## src/hw/rtl/bzs_pkg.sv

```systemverilog
// Shared types, constants and arithmetic settings of the Bezier path smoother.
package bzs_pkg;

  localparam int COORD_BITS = 24;

  // The weighted sum of a curve sample plus its rounding offset stays below 2^SUM_BITS.
  localparam int SUM_BITS  = COORD_BITS + 6;
  localparam int DIV_SHIFT = SUM_BITS + 5;
  localparam int PROD_BITS = 2 * SUM_BITS + 1;

  // Adding 13 rounds to nearest; 27 * 2^COORD_BITS keeps the dividend positive and
  // only moves the quotient by 2^COORD_BITS, which falls outside the kept bits.
  localparam logic [SUM_BITS-1:0] ROUND_OFS =
    (SUM_BITS'(27) << COORD_BITS) + SUM_BITS'(13);

  // Reciprocal of 27, rounded up; exact for every dividend below 2^SUM_BITS.
  localparam logic [SUM_BITS:0] RECIP_27 =
    (SUM_BITS + 1)'(((64'd1 << DIV_SHIFT) + 64'd26) / 64'd27);

  localparam int QUEUE_DEPTH = 4;
  localparam int QPTR_BITS   = $clog2(QUEUE_DEPTH);

  localparam logic [1:0] GROUP_FULL = 2'd3;

  // Beat positions within one command.
  localparam logic [1:0] BEAT_P0 = 2'd0;
  localparam logic [1:0] BEAT_B1 = 2'd1;
  localparam logic [1:0] BEAT_B2 = 2'd2;
  localparam logic [1:0] BEAT_P3 = 2'd3;

  typedef logic [COORD_BITS-1:0] coord_t;

  typedef struct packed {
    coord_t x;
    coord_t y;
  } point_t;

  typedef enum logic [0:0] {
    CMD_COPY,
    CMD_SEGMENT
  } cmd_kind_e;

  typedef struct packed {
    cmd_kind_e        kind;
    logic [1:0]       beat_first;
    logic [1:0]       beat_end;
    point_t [3:0]     pts;
  } cmd_t;

  typedef struct packed {
    logic push;
    cmd_t cmd;
  } queue_wr_t;

endpackage

```

## src/hw/rtl/bzs_front.sv

```systemverilog
// Front end: accepts path points, keeps the point window and issues segment commands.
module bzs_front (
  input  logic                 clk_i,
  input  logic                 rst_ni,
  input  logic                 in_valid_i,
  output logic                 in_stall_o,
  input  logic [23:0]          point_x_i,
  input  logic [23:0]          point_y_i,
  input  logic                 final_point_i,
  input  logic                 queue_full_i,
  output bzs_pkg::queue_wr_t   wr_o
);

  bzs_pkg::point_t win_q [3];
  bzs_pkg::point_t win_d [3];
  logic [1:0]      gc_q, gc_d;
  logic            first_q, first_d;
  bzs_pkg::point_t pt;
  logic            accept;

  always_comb begin
    pt.x       = point_x_i;
    pt.y       = point_y_i;
    in_stall_o = queue_full_i;
    accept     = in_valid_i && !queue_full_i;

    win_d   = win_q;
    gc_d    = gc_q;
    first_d = first_q;

    wr_o.push           = 1'b0;
    wr_o.cmd.kind       = bzs_pkg::CMD_COPY;
    wr_o.cmd.beat_first = bzs_pkg::BEAT_P0;
    wr_o.cmd.beat_end   = gc_q;
    // The new point lands right after the stored ones; a full window keeps all three.
    for (int i = 0; i < 3; i++) begin
      wr_o.cmd.pts[i] = (gc_q == 2'(i)) ? pt : win_q[i];
    end
    wr_o.cmd.pts[3] = pt;

    if (accept) begin
      if (gc_q != bzs_pkg::GROUP_FULL) begin
        for (int i = 0; i < 3; i++) begin
          if (gc_q == 2'(i)) begin
            win_d[i] = pt;
          end
        end
        if (final_point_i) begin
          // A short sequence is copied through; trailing points are dropped.
          wr_o.push = first_q;
          gc_d      = 2'd0;
          first_d   = 1'b1;
        end else begin
          gc_d = gc_q + 2'd1;
        end
      end else begin
        wr_o.push           = 1'b1;
        wr_o.cmd.kind       = bzs_pkg::CMD_SEGMENT;
        wr_o.cmd.beat_first = first_q ? bzs_pkg::BEAT_P0 : bzs_pkg::BEAT_B1;
        wr_o.cmd.beat_end   = bzs_pkg::BEAT_P3;
        win_d[0]            = pt;
        gc_d                = final_point_i ? 2'd0 : 2'd1;
        first_d             = final_point_i;
      end
    end
  end

  always_ff @(posedge clk_i or negedge rst_ni) begin
    if (!rst_ni) begin
      gc_q    <= 2'd0;
      first_q <= 1'b1;
    end else begin
      gc_q    <= gc_d;
      first_q <= first_d;
    end
  end

  always_ff @(posedge clk_i) begin
    win_q <= win_d;
  end

endmodule

```

## src/hw/rtl/bzs_queue.sv

```systemverilog
// Command queue between the front end and the sample generator.
module bzs_queue (
  input  logic               clk_i,
  input  logic               rst_ni,
  input  bzs_pkg::queue_wr_t wr_i,
  output logic               full_o,
  input  logic               pop_i,
  output logic               valid_o,
  output bzs_pkg::cmd_t      data_o
);

  bzs_pkg::cmd_t                 mem_q [bzs_pkg::QUEUE_DEPTH];
  logic [bzs_pkg::QPTR_BITS-1:0] wr_ptr_q, wr_ptr_d;
  logic [bzs_pkg::QPTR_BITS-1:0] rd_ptr_q, rd_ptr_d;
  logic [bzs_pkg::QPTR_BITS:0]   count_q, count_d;

  always_comb begin
    full_o   = (count_q == (bzs_pkg::QPTR_BITS + 1)'(bzs_pkg::QUEUE_DEPTH));
    valid_o  = (count_q != '0);
    data_o   = mem_q[rd_ptr_q];
    wr_ptr_d = wr_i.push ? wr_ptr_q + 1'b1 : wr_ptr_q;
    rd_ptr_d = pop_i ? rd_ptr_q + 1'b1 : rd_ptr_q;
    count_d  = count_q;
    if (wr_i.push && !pop_i) begin
      count_d = count_q + 1'b1;
    end else if (!wr_i.push && pop_i) begin
      count_d = count_q - 1'b1;
    end
  end

  always_ff @(posedge clk_i or negedge rst_ni) begin
    if (!rst_ni) begin
      wr_ptr_q <= '0;
      rd_ptr_q <= '0;
      count_q  <= '0;
    end else begin
      wr_ptr_q <= wr_ptr_d;
      rd_ptr_q <= rd_ptr_d;
      count_q  <= count_d;
    end
  end

  always_ff @(posedge clk_i) begin
    if (wr_i.push) begin
      mem_q[wr_ptr_q] <= wr_i.cmd;
    end
  end

endmodule

```

## src/hw/rtl/bzs_back.sv

```systemverilog
// Back end: expands commands into output beats and computes the curve samples.
module bzs_back (
  input  logic          clk_i,
  input  logic          rst_ni,
  input  logic          q_valid_i,
  input  bzs_pkg::cmd_t q_data_i,
  output logic          q_pop_o,
  output logic          out_valid_o,
  input  logic          out_stall_i,
  output logic [23:0]   smooth_x_o,
  output logic [23:0]   smooth_y_o,
  output logic          run_last_o
);

  function automatic logic [bzs_pkg::SUM_BITS-1:0] weigh(
    input bzs_pkg::coord_t a,
    input bzs_pkg::coord_t b,
    input bzs_pkg::coord_t c,
    input bzs_pkg::coord_t d
  );
    logic [bzs_pkg::SUM_BITS-1:0] ea, eb, ec, ed;
    ea = bzs_pkg::SUM_BITS'(signed'(a));
    eb = bzs_pkg::SUM_BITS'(signed'(b));
    ec = bzs_pkg::SUM_BITS'(signed'(c));
    ed = bzs_pkg::SUM_BITS'(signed'(d));
    // 8a + 12b + 6c + d, biased so that the dividend is positive and rounds.
    return (ea << 3) + (eb << 3) + (eb << 2) + (ec << 2) + (ec << 1) + ed
           + bzs_pkg::ROUND_OFS;
  endfunction

  // Sequencer stage.
  bzs_pkg::cmd_t cur_q, cur_d;
  logic          cur_valid_q, cur_valid_d;
  logic [1:0]    beat_q, beat_d;
  logic          is_curve, is_last, advance;
  bzs_pkg::point_t op_a, op_b, op_c, op_d, pass_pt;

  // Sum stage.
  logic                         s1_valid_q, s1_curve_q, s1_last_q;
  logic [bzs_pkg::SUM_BITS-1:0] s1_ux_q, s1_uy_q;
  bzs_pkg::point_t              s1_pt_q;

  // Reciprocal product stage.
  logic                          s2_valid_q, s2_curve_q, s2_last_q;
  logic [bzs_pkg::PROD_BITS-1:0] s2_px_q, s2_py_q;
  bzs_pkg::point_t               s2_pt_q;

  // Output register.
  logic                   out_valid_q;
  bzs_pkg::coord_t        out_x_q, out_y_q;
  logic                   out_last_q;

  logic out_ready, s2_ready, s1_ready;

  assign out_ready = !out_valid_q || !out_stall_i;
  assign s2_ready  = !s2_valid_q || out_ready;
  assign s1_ready  = !s1_valid_q || s2_ready;

  always_comb begin
    is_curve = (cur_q.kind == bzs_pkg::CMD_SEGMENT) &&
               ((beat_q == bzs_pkg::BEAT_B1) || (beat_q == bzs_pkg::BEAT_B2));
    is_last  = (beat_q == cur_q.beat_end);
    pass_pt  = cur_q.pts[beat_q];
    // B(2/3) uses the B(1/3) weights on the reversed control points.
    if (beat_q == bzs_pkg::BEAT_B2) begin
      op_a = cur_q.pts[3];
      op_b = cur_q.pts[2];
      op_c = cur_q.pts[1];
      op_d = cur_q.pts[0];
    end else begin
      op_a = cur_q.pts[0];
      op_b = cur_q.pts[1];
      op_c = cur_q.pts[2];
      op_d = cur_q.pts[3];
    end
    advance = cur_valid_q && s1_ready;
    q_pop_o = q_valid_i && (!cur_valid_q || (advance && is_last));

    cur_d       = cur_q;
    cur_valid_d = cur_valid_q;
    beat_d      = beat_q;
    if (q_pop_o) begin
      cur_d       = q_data_i;
      cur_valid_d = 1'b1;
      beat_d      = q_data_i.beat_first;
    end else if (advance && is_last) begin
      cur_valid_d = 1'b0;
    end else if (advance) begin
      beat_d = beat_q + 2'd1;
    end
  end

  always_ff @(posedge clk_i or negedge rst_ni) begin
    if (!rst_ni) begin
      cur_valid_q <= 1'b0;
      s1_valid_q  <= 1'b0;
      s2_valid_q  <= 1'b0;
      out_valid_q <= 1'b0;
    end else begin
      cur_valid_q <= cur_valid_d;
      if (s1_ready) begin
        s1_valid_q <= cur_valid_q;
      end
      if (s2_ready) begin
        s2_valid_q <= s1_valid_q;
      end
      if (out_ready) begin
        out_valid_q <= s2_valid_q;
      end
    end
  end

  always_ff @(posedge clk_i) begin
    cur_q  <= cur_d;
    beat_q <= beat_d;
    if (s1_ready) begin
      s1_curve_q <= is_curve;
      s1_last_q  <= is_last;
      s1_ux_q    <= weigh(op_a.x, op_b.x, op_c.x, op_d.x);
      s1_uy_q    <= weigh(op_a.y, op_b.y, op_c.y, op_d.y);
      s1_pt_q    <= pass_pt;
    end
    if (s2_ready) begin
      s2_curve_q <= s1_curve_q;
      s2_last_q  <= s1_last_q;
      s2_px_q    <= bzs_pkg::PROD_BITS'(s1_ux_q) * bzs_pkg::PROD_BITS'(bzs_pkg::RECIP_27);
      s2_py_q    <= bzs_pkg::PROD_BITS'(s1_uy_q) * bzs_pkg::PROD_BITS'(bzs_pkg::RECIP_27);
      s2_pt_q    <= s1_pt_q;
    end
    if (out_ready) begin
      // The low bits of the quotient are the signed sample; the bias drops out.
      out_x_q    <= s2_curve_q ? s2_px_q[bzs_pkg::DIV_SHIFT +: bzs_pkg::COORD_BITS]
                               : s2_pt_q.x;
      out_y_q    <= s2_curve_q ? s2_py_q[bzs_pkg::DIV_SHIFT +: bzs_pkg::COORD_BITS]
                               : s2_pt_q.y;
      out_last_q <= s2_last_q;
    end
  end

  assign out_valid_o = out_valid_q;
  assign smooth_x_o  = out_x_q;
  assign smooth_y_o  = out_y_q;
  assign run_last_o  = out_last_q;

endmodule

```

## src/hw/rtl/cubic_bezier_path_smoother_unit.sv

```systemverilog
// Top level of the cubic Bezier path smoother.
// Usage:
// The input channel takes one path point per beat (signed Q15.8 x and y, plus
// final_point on the last point of a sequence). Every three points after the first
// close a cubic segment; for it the output channel gives B(1/3), B(2/3) and the
// end point, with the start point in front for the first segment of a sequence. A
// sequence of at most three points is copied through when its final point arrives.
// run_last_o marks the last beat caused by one input point.
// Commands pass the queue, then the sequencer, sum, product and output registers.
// Throughput: without receiver stalls, one output beat per cycle, set by the sample
// pipeline that computes one x/y pair per cycle. Input points are taken one per cycle
// while the four-entry command queue has room; a segment needs three output beats per
// three points, so a continuous point stream runs at one point per cycle.
// When the receiver stalls, the output beat holds, the sample pipeline fills,
// then the queue fills and in_stall_o rises.
// Reset clears the valid flags, queue pointers and point-group counter; the block then
// waits for the start of a new sequence. No clearing pass is needed.
module cubic_bezier_path_smoother_unit (
  input  logic        clk_i,
  input  logic        rst_ni,
  input  logic        in_valid_i,
  output logic        in_stall_o,
  input  logic [23:0] point_x_i,
  input  logic [23:0] point_y_i,
  input  logic        final_point_i,
  output logic        out_valid_o,
  input  logic        out_stall_i,
  output logic [23:0] smooth_x_o,
  output logic [23:0] smooth_y_o,
  output logic        run_last_o
);

  bzs_pkg::queue_wr_t wr;
  bzs_pkg::cmd_t      q_data;
  logic               q_full, q_valid, q_pop;

  bzs_front u_front (
    .clk_i         (clk_i),
    .rst_ni        (rst_ni),
    .in_valid_i    (in_valid_i),
    .in_stall_o    (in_stall_o),
    .point_x_i     (point_x_i),
    .point_y_i     (point_y_i),
    .final_point_i (final_point_i),
    .queue_full_i  (q_full),
    .wr_o          (wr)
  );

  bzs_queue u_queue (
    .clk_i   (clk_i),
    .rst_ni  (rst_ni),
    .wr_i    (wr),
    .full_o  (q_full),
    .pop_i   (q_pop),
    .valid_o (q_valid),
    .data_o  (q_data)
  );

  bzs_back u_back (
    .clk_i       (clk_i),
    .rst_ni      (rst_ni),
    .q_valid_i   (q_valid),
    .q_data_i    (q_data),
    .q_pop_o     (q_pop),
    .out_valid_o (out_valid_o),
    .out_stall_i (out_stall_i),
    .smooth_x_o  (smooth_x_o),
    .smooth_y_o  (smooth_y_o),
    .run_last_o  (run_last_o)
  );

endmodule

```

## config.mk

```make
export PLATFORM = sky130hd
export DESIGN_NAME = cubic_bezier_path_smoother_unit
export DESIGN_NICKNAME = d
export VERILOG_FILES = /design/src/hw/rtl/bzs_pkg.sv /design/src/hw/rtl/bzs_front.sv /design/src/hw/rtl/bzs_queue.sv /design/src/hw/rtl/bzs_back.sv /design/src/hw/rtl/cubic_bezier_path_smoother_unit.sv
export SDC_FILE = /design/constraint.sdc
export NUM_CORES = 2
export LEC_CHECK = 0
export ABC_AREA = 1
export BUFFER_PORTS_ARGS = -buffer_cell sky130_fd_sc_hd__buf_2
export CORE_MARGIN = 4
export CORE_UTILIZATION = 55
export CTS_CLUSTER_DIAMETER = 30
export DETAILED_ROUTE_END_ITERATION = 10
export PLACE_DENSITY = 0.72
export SETUP_SLACK_MARGIN = 0.2
export SKIP_CTS_REPAIR_TIMING = 1
export SLEW_MARGIN = 30
export SYNTH_ARGS = -nofsm -noshare
export SYNTH_HDL_FRONTEND = slang
export SYNTH_SLANG_ARGS = --single-unit
export TNS_END_PERCENT = 5
```

## constraint.sdc

```tcl
create_clock -name clk_i -period 13.55 [get_ports clk_i]
set_input_delay 1.355 -clock clk_i [delete_from_list [all_inputs] [get_ports clk_i]]
set_output_delay 1.355 -clock clk_i [all_outputs]
set_load 0.02 [all_outputs]
```

### Yosys cells after proc, flatten, opt, wreduce, memory -nomap -nowiden

Memories as Yosys holds them, arrays and structs flattened.
Cells that the tools add are included.
Widths: inputs -> output; s select.

| operators by class | value |
|---|---|
| $add $sub $neg | 18 |
| multipliers | 2 |
| order comparisons | 1 |
| equality and inequality tests | 9 |
| multiplexer cells | 31 |
| reduce and logical (&&, ||, !) cells | 28 |

Operators with widths:

| operator | count |
|---|---|
| $mux 48 | 9 |
| $add 30x30->30 | 6 |
| $mul 30x31->59 const B | 2 |
| $bmux 48 s2 | 1 |
| $add 30x29->30 const B | 2 |
| $add 28x26->29 | 2 |
| $add 27x27->28 | 2 |
| $mux 24 | 2 |
| $mux 1 | 10 |
| $mux 2 | 5 |
| $add 2x1->2 const B | 4 |
| $logic_not 1->1 | 8 |
| $logic_and 1x1->1 | 7 |
| $mux 3 | 2 |
| $mux 6 | 1 |
| $ne 2x2->1 const B | 3 |
| $reduce_and 2->1 | 3 |
| $reduce_bool 2->1 | 3 |
| $logic_or 1x1->1 | 5 |
| $mux 5 | 1 |
| $eq 2x1->1 const B | 2 |
| $eq 2x2->1 const B | 2 |
| $add 3x1->3 const B | 1 |
| $eq 3x3->1 const B | 1 |
| 5 further kinds | 5 |

| word-level totals | value |
|---|---|
| register bits | 682 |
| bits in writable memories | 788 |
| input port bits | 53 |
| output and inout bits | 51 |
| word-level logic and storage cells | 131 |
| memories | 1 |

Memories:

| memory | words | bits a word | read ports | clocked after memory_dff | write ports | line | text |
|---|---|---|---|---|---|---|---|
| u_queue.mem_q | 4 | 197 | 1 | 0 | 1 | bzs_queue.sv:12 | `bzs_pkg::cmd_t mem_q [bzs_pkg::QUEUE_DEPTH];` |

### Depth between registers and ports, before layout

| logic depth | value |
|---|---|
| depth after elaboration | 11 |
| depth in mapped cells | 38 |
| gate-level depth less buffers | 33 |

### Hierarchy

From an unflattened synthesis, not the netlist that was laid out.

| unflattened totals | value |
|---|---|
| cells, all modules | 9577 |
| area total of the unflattened synthesis | 98440.7 sq um |

By module, submodules not included:

| module | times used | cells each | area an instance (sq um) | seq. area each (sq um) |
|---|---|---|---|---|
| bzs_back | 1 | 6376 | 58806.4 | 13733.2 |
| bzs_queue | 1 | 2347 | 31986.9 | 23837.9 |
| bzs_front | 1 | 854 | 7647.3 | 4400.5 |

### Worst setup path before layout

OpenSTA, ideal clock, no wires.

| timing | value |
|---|---|
| kind | input to register |
| start | in in_valid_i |
| end | mem u_queue.mem_q[0][0] in the netlist's numbering, enable pin |
| arrival | 12.321 ns |
| data required time | 12.794 ns |
| setup slack | 0.474 ns |
| cell stages on the path | 6 |
| buffers on the path | 0 |
| cells stage by stage | inv_1 > nor2_1 > inv_1 > nor2_1 > a21oi_2 > nor2_1 |

| between the ends | value |
|---|---|
| cells in the longest elaborated chain, start to end | 4 |

Ends and longest elaborated chain:

| what | line | text |
|---|---|---|
| start, declared | cubic_bezier_path_smoother_unit.sv:21 | `input logic in_valid_i,` |
| $logic_and 1x1->1 | bzs_front.sv:25 | `accept = in_valid_i && !queue_full_i;` |
| named net u_front.accept | bzs_front.sv:19 | `logic accept;` |
| $mux 6 | bzs_front.sv:41 | `if (accept) begin` |
| $mux 1 | bzs_queue.sv:44 | `if (wr_i.push) begin` |
| $mux 1 (not written as such) | bzs_queue.sv:45 | `mem_q[wr_ptr_q] <= wr_i.cmd;` |
| end, declared | bzs_queue.sv:12 |  |

The timed path passes the listed nets, and every way through them passes these cells.

### Worst setup path after layout

| timing | value |
|---|---|
| start | reg u_back.beat_q[0] |
| end | reg u_back.s1_ux_q[21] in the netlist's numbering (data pin) |

| between the ends | value |
|---|---|
| cells in the longest elaborated chain, start to end | 8 |
| elaborated cells on any way between the ends | 11 |
| those cells by class | add/sub: 6; eq/ne: 1; mux: 4 |

Ends and longest elaborated chain:

| what | line | text |
|---|---|---|
| start, declared | bzs_back.sv:34 | `logic [1:0] beat_q, beat_d;` |
| start signal, assigned | bzs_back.sv:115 | `beat_q <= beat_d;` |
| $eq 2x2->1 (*) | bzs_back.sv:65 | `if (beat_q == bzs_pkg::BEAT_B2) begin` |
| $mux 48 | bzs_back.sv:65 |  |
| $add 27x27->28 | bzs_back.sv:27 | `return (ea << 3) + (eb << 3) + (eb << 2) + (ec << 2) + (ec << 1) + ed` |
| $add 28x26->29 | bzs_back.sv:27 |  |
| $add 30x30->30 (2 in a row) | bzs_back.sv:27 |  |
| $add 30x30->30 (*) | bzs_back.sv:27 |  |
| $add 30x29->30 (*) | bzs_back.sv:28 | `+ bzs_pkg::ROUND_OFS;` |
| end signal, assigned | bzs_back.sv:119 | `s1_ux_q <= weigh(op_a.x, op_b.x, op_c.x, op_d.x);` |
| end, declared | bzs_back.sv:40 | `logic [bzs_pkg::SUM_BITS-1:0] s1_ux_q, s1_uy_q;` |

Every way passes the cells marked *; elsewhere a longest branch is shown, timed or not.
A chain may end at the register's enable or synchronous reset.

==> results.cfg <==
[placed_design]
io_buffers = 103
place_ws_ns = 5.60
routabilityCongestion = 0.986
dp_hpwl_um = 200000

[critical_path]
cp_slowest_cell = ha_4
crit_top_cell = inv_1
cp.arrival_ns = 8.72
cpPeakStageDelay_ns = 0.71
crit_fanout = 94
required_ns = 14.14
critPathLaunchType = register
end_kind = register
criticalPathCategory = reg2reg

[synth]
synth_mux_area_share_pct = 0.572
synth_top_area_cell = edfxtp_1
yosysSeqAreaShare_pct = 43.4
synth_area_leaders = edfxtp_1 43%, fa_1 17%, ha_1 11%
synthAdderAreaFrac_pct = 27.3
ys_ff_latch = 1396
syn_inst = 9439
synthesis.nets = 11114
async_flop_share_pct = 1.00
synth_ff_type = edfxtp_1
synth-warning-count = 0
synth_edf_count = 1382
synth_xor_area_share_pct = 1.20
synth_top_family_by_area = adder cells
syn_area_per_cell_um2 = 10.2
yosysMostFrequentCell = inv_1
syn_area_um2 = 96400
synth_simple_gate_area_share_pct = 10.3
synth_compound_area_share_pct = 8.72
synth.distinct_cells = 45
synth_common_cells = 1,888 x inv_1, 1,382 x edfxtp_1, 1,309 x nand2_1, 914 x nor2_1, 817 x ha_1
synth_top_area_share_pct = 43.1

[timing]
final.setup.tns_ns = 0
clock_skew_ns = 0.116
hold_violations = 0
max_freq_ghz = 0.123
relSlewSlack_pct = 33.1
fin_ws_ns = 5.42
period_minus_slack_ns = 8.13
setup_viol = 0
worstMarginPinSlew_ns = 1.00
rsz0062_at_grt = false
fin_crit_sh_pct = 60.0
maxSlewViolCount = 0
whs_ns = 0.349

[drt]
drtPass1Iterations = 10
vias_per_cell = 5.55
drc = 0
drt_iter0_drc = 6515
vias = 67555
wl_per_cell_um = 22.0
wirelength_um = 268000
final_antenna_net_count = 0

[status]
status = finished clean

[floorplan]
rows = 153
dieArea_um2 = 182000
die_w_um = 427
io_pins = 104
core_area_um2 = 174000
die_h_um = 427
initial_core_util_pct = 55.4

[grt]
grt_pass1_vias = 67909
grt_overflow = 0
grt_pass1_wl_um = 406000
grt_max_degree = 217
antenna_found_initial = 28
grt.total_usage_pct = 29.6

[worst_hold_path]
min_path_type = in2async

[clock_tree]
path_clk_slew_ns = 0.05
clock-sinks = 1396
cts_root_buf = clkbuf_16
worstSkewPairLatency_ns = 0.94
cts-buffers-inserted = 288
cts_tree = yes
cts_max_level = 5
clk_path_buf_depth = 4

[final_layout]
areaGrowthSynthToFinish_pct = 13.0
drive_gt1_share_pct = 6.88
nets = 11304

[run]
maxCapViolations = 0
==> metrics by stage <==
| stage | util [%] | std cells | area [um^2] |
|---|---|---|---|
| 3_3_place_gp | 57.1 | 11664 | 99300 |
| 2_1_floorplan | - | 9439 | 96400 |
| 6_report | 62.6 | 12183 | 109000 |
| 4_1_cts | 62.6 | 12164 | 109000 |
| 3_5_place_dp | 57.1 | 11664 | 99300 |
| 5_1_grt | 62.6 | 12174 | 109000 |
==> kinds of logic after synthesis <==
| family | Yosys count |
|---|---|
| AO/OA/AOI/OAI | 1576 |
| XOR/XNOR | 132 |
| adder cells (fa/ha/maj) | 1622 |
| buffers and inverters | 2142 |
| flip-flops | 1396 |
| multiplexers | 49 |
| AND/OR/NAND/NOR | 2522 |
==> path summary, 6_finish.rpt <==
check / start / end / slack (ns) / cells past startpoint
setup / recovery: u_back.beat_q[0] / u_back.s1_ux_q[21] / 5.42 / 29
hold / removal: rst_ni / u_front.gc_q[1] / 0.35 / 1
setup reg to reg: u_back.beat_q[0] / u_back.s1_ux_q[21] / 5.42 / 29
hold reg to reg: u_back.s1_pt_q[9] / u_back.s2_pt_q[9] / 0.38 / 0
max in group asynchronous: rst_ni / u_queue.rd_ptr_q[1] / 12.82 / 1
min in group clk_i: u_back.s1_pt_q[9] / u_back.s2_pt_q[9] / 0.38 / 0
==> worst max-delay path: cells and delay by family (launching register included) <==
family	cells	cell delay, ns
buf+inv	7	1.46
simple gates	6	0.86
xor+xnor	3	0.49
compound gates	5	1.20
fa+ha+maj	8	3.22
flops	1	0.44
==> routing by layer <==
layer  vias up  routed length (um)  GRT usage, %
met2      2615              125000          47.1
met3       421               19400          4.70
met5         -                  29             0
met1     33182              115000          41.7
met4         4                8810          9.90
li1      31333                   -             -
==> registers in the layout, indices dropped and copies added (netlist names), 2 cells and up <==
register	count
u_back.smooth_y_o	24
u_back.s1_ux_q	30
u_queue.mem_q	784
u_back.s2_px_q	24
u_back.smooth_x_o	24
u_queue.count_q	3
u_back.s1_uy_q	30
u_front.gc_q	2
u_front.win_q	144
u_queue.wr_ptr_q	2
u_back.cur_q	195
u_queue.rd_ptr_q	2
u_back.s1_pt_q	48
u_back.s2_py_q	24
u_back.beat_q	2
u_back.s2_pt_q	48
==> placed cells by master, fill, tap and decap left out, drive strengths merged, types with 49 or more instances in the layout <==
| cell type | n |
|---|---|
| clkinv | 92 |
| clkbuf | 328 |
| buf | 151 |
| a21oi | 503 |
| o22ai | 206 |
| nor3 | 51 |
| edfxtp | 1382 |
| inv | 1908 |
| nand2 | 1312 |
| nand3 | 174 |
| nor2 | 921 |
| fa | 805 |
| o21ai | 774 |
| ha | 817 |
| mux2 | 49 |
| xnor2 | 57 |
| xor2 | 75 |
==> final cells by class <==
| type | count | area, um^2 |
|---|---|---|
| antenna | 19 | 47.5 |
| clock buffer | 328 | 7510 |
| clock inverter | 172 | 2040 |
| fill | 13692 | 65100 |
| inverter | 1891 | 7130 |
| multi-input combinational | 5901 | 46500 |
| sequential | 1396 | 41900 |
| tap | 2325 | 2910 |
| timing repair buffer | 151 | 925 |
Power is not shown: default switching activity piles up to over one toggle a cycle in this logic, so the estimate is an artifact.
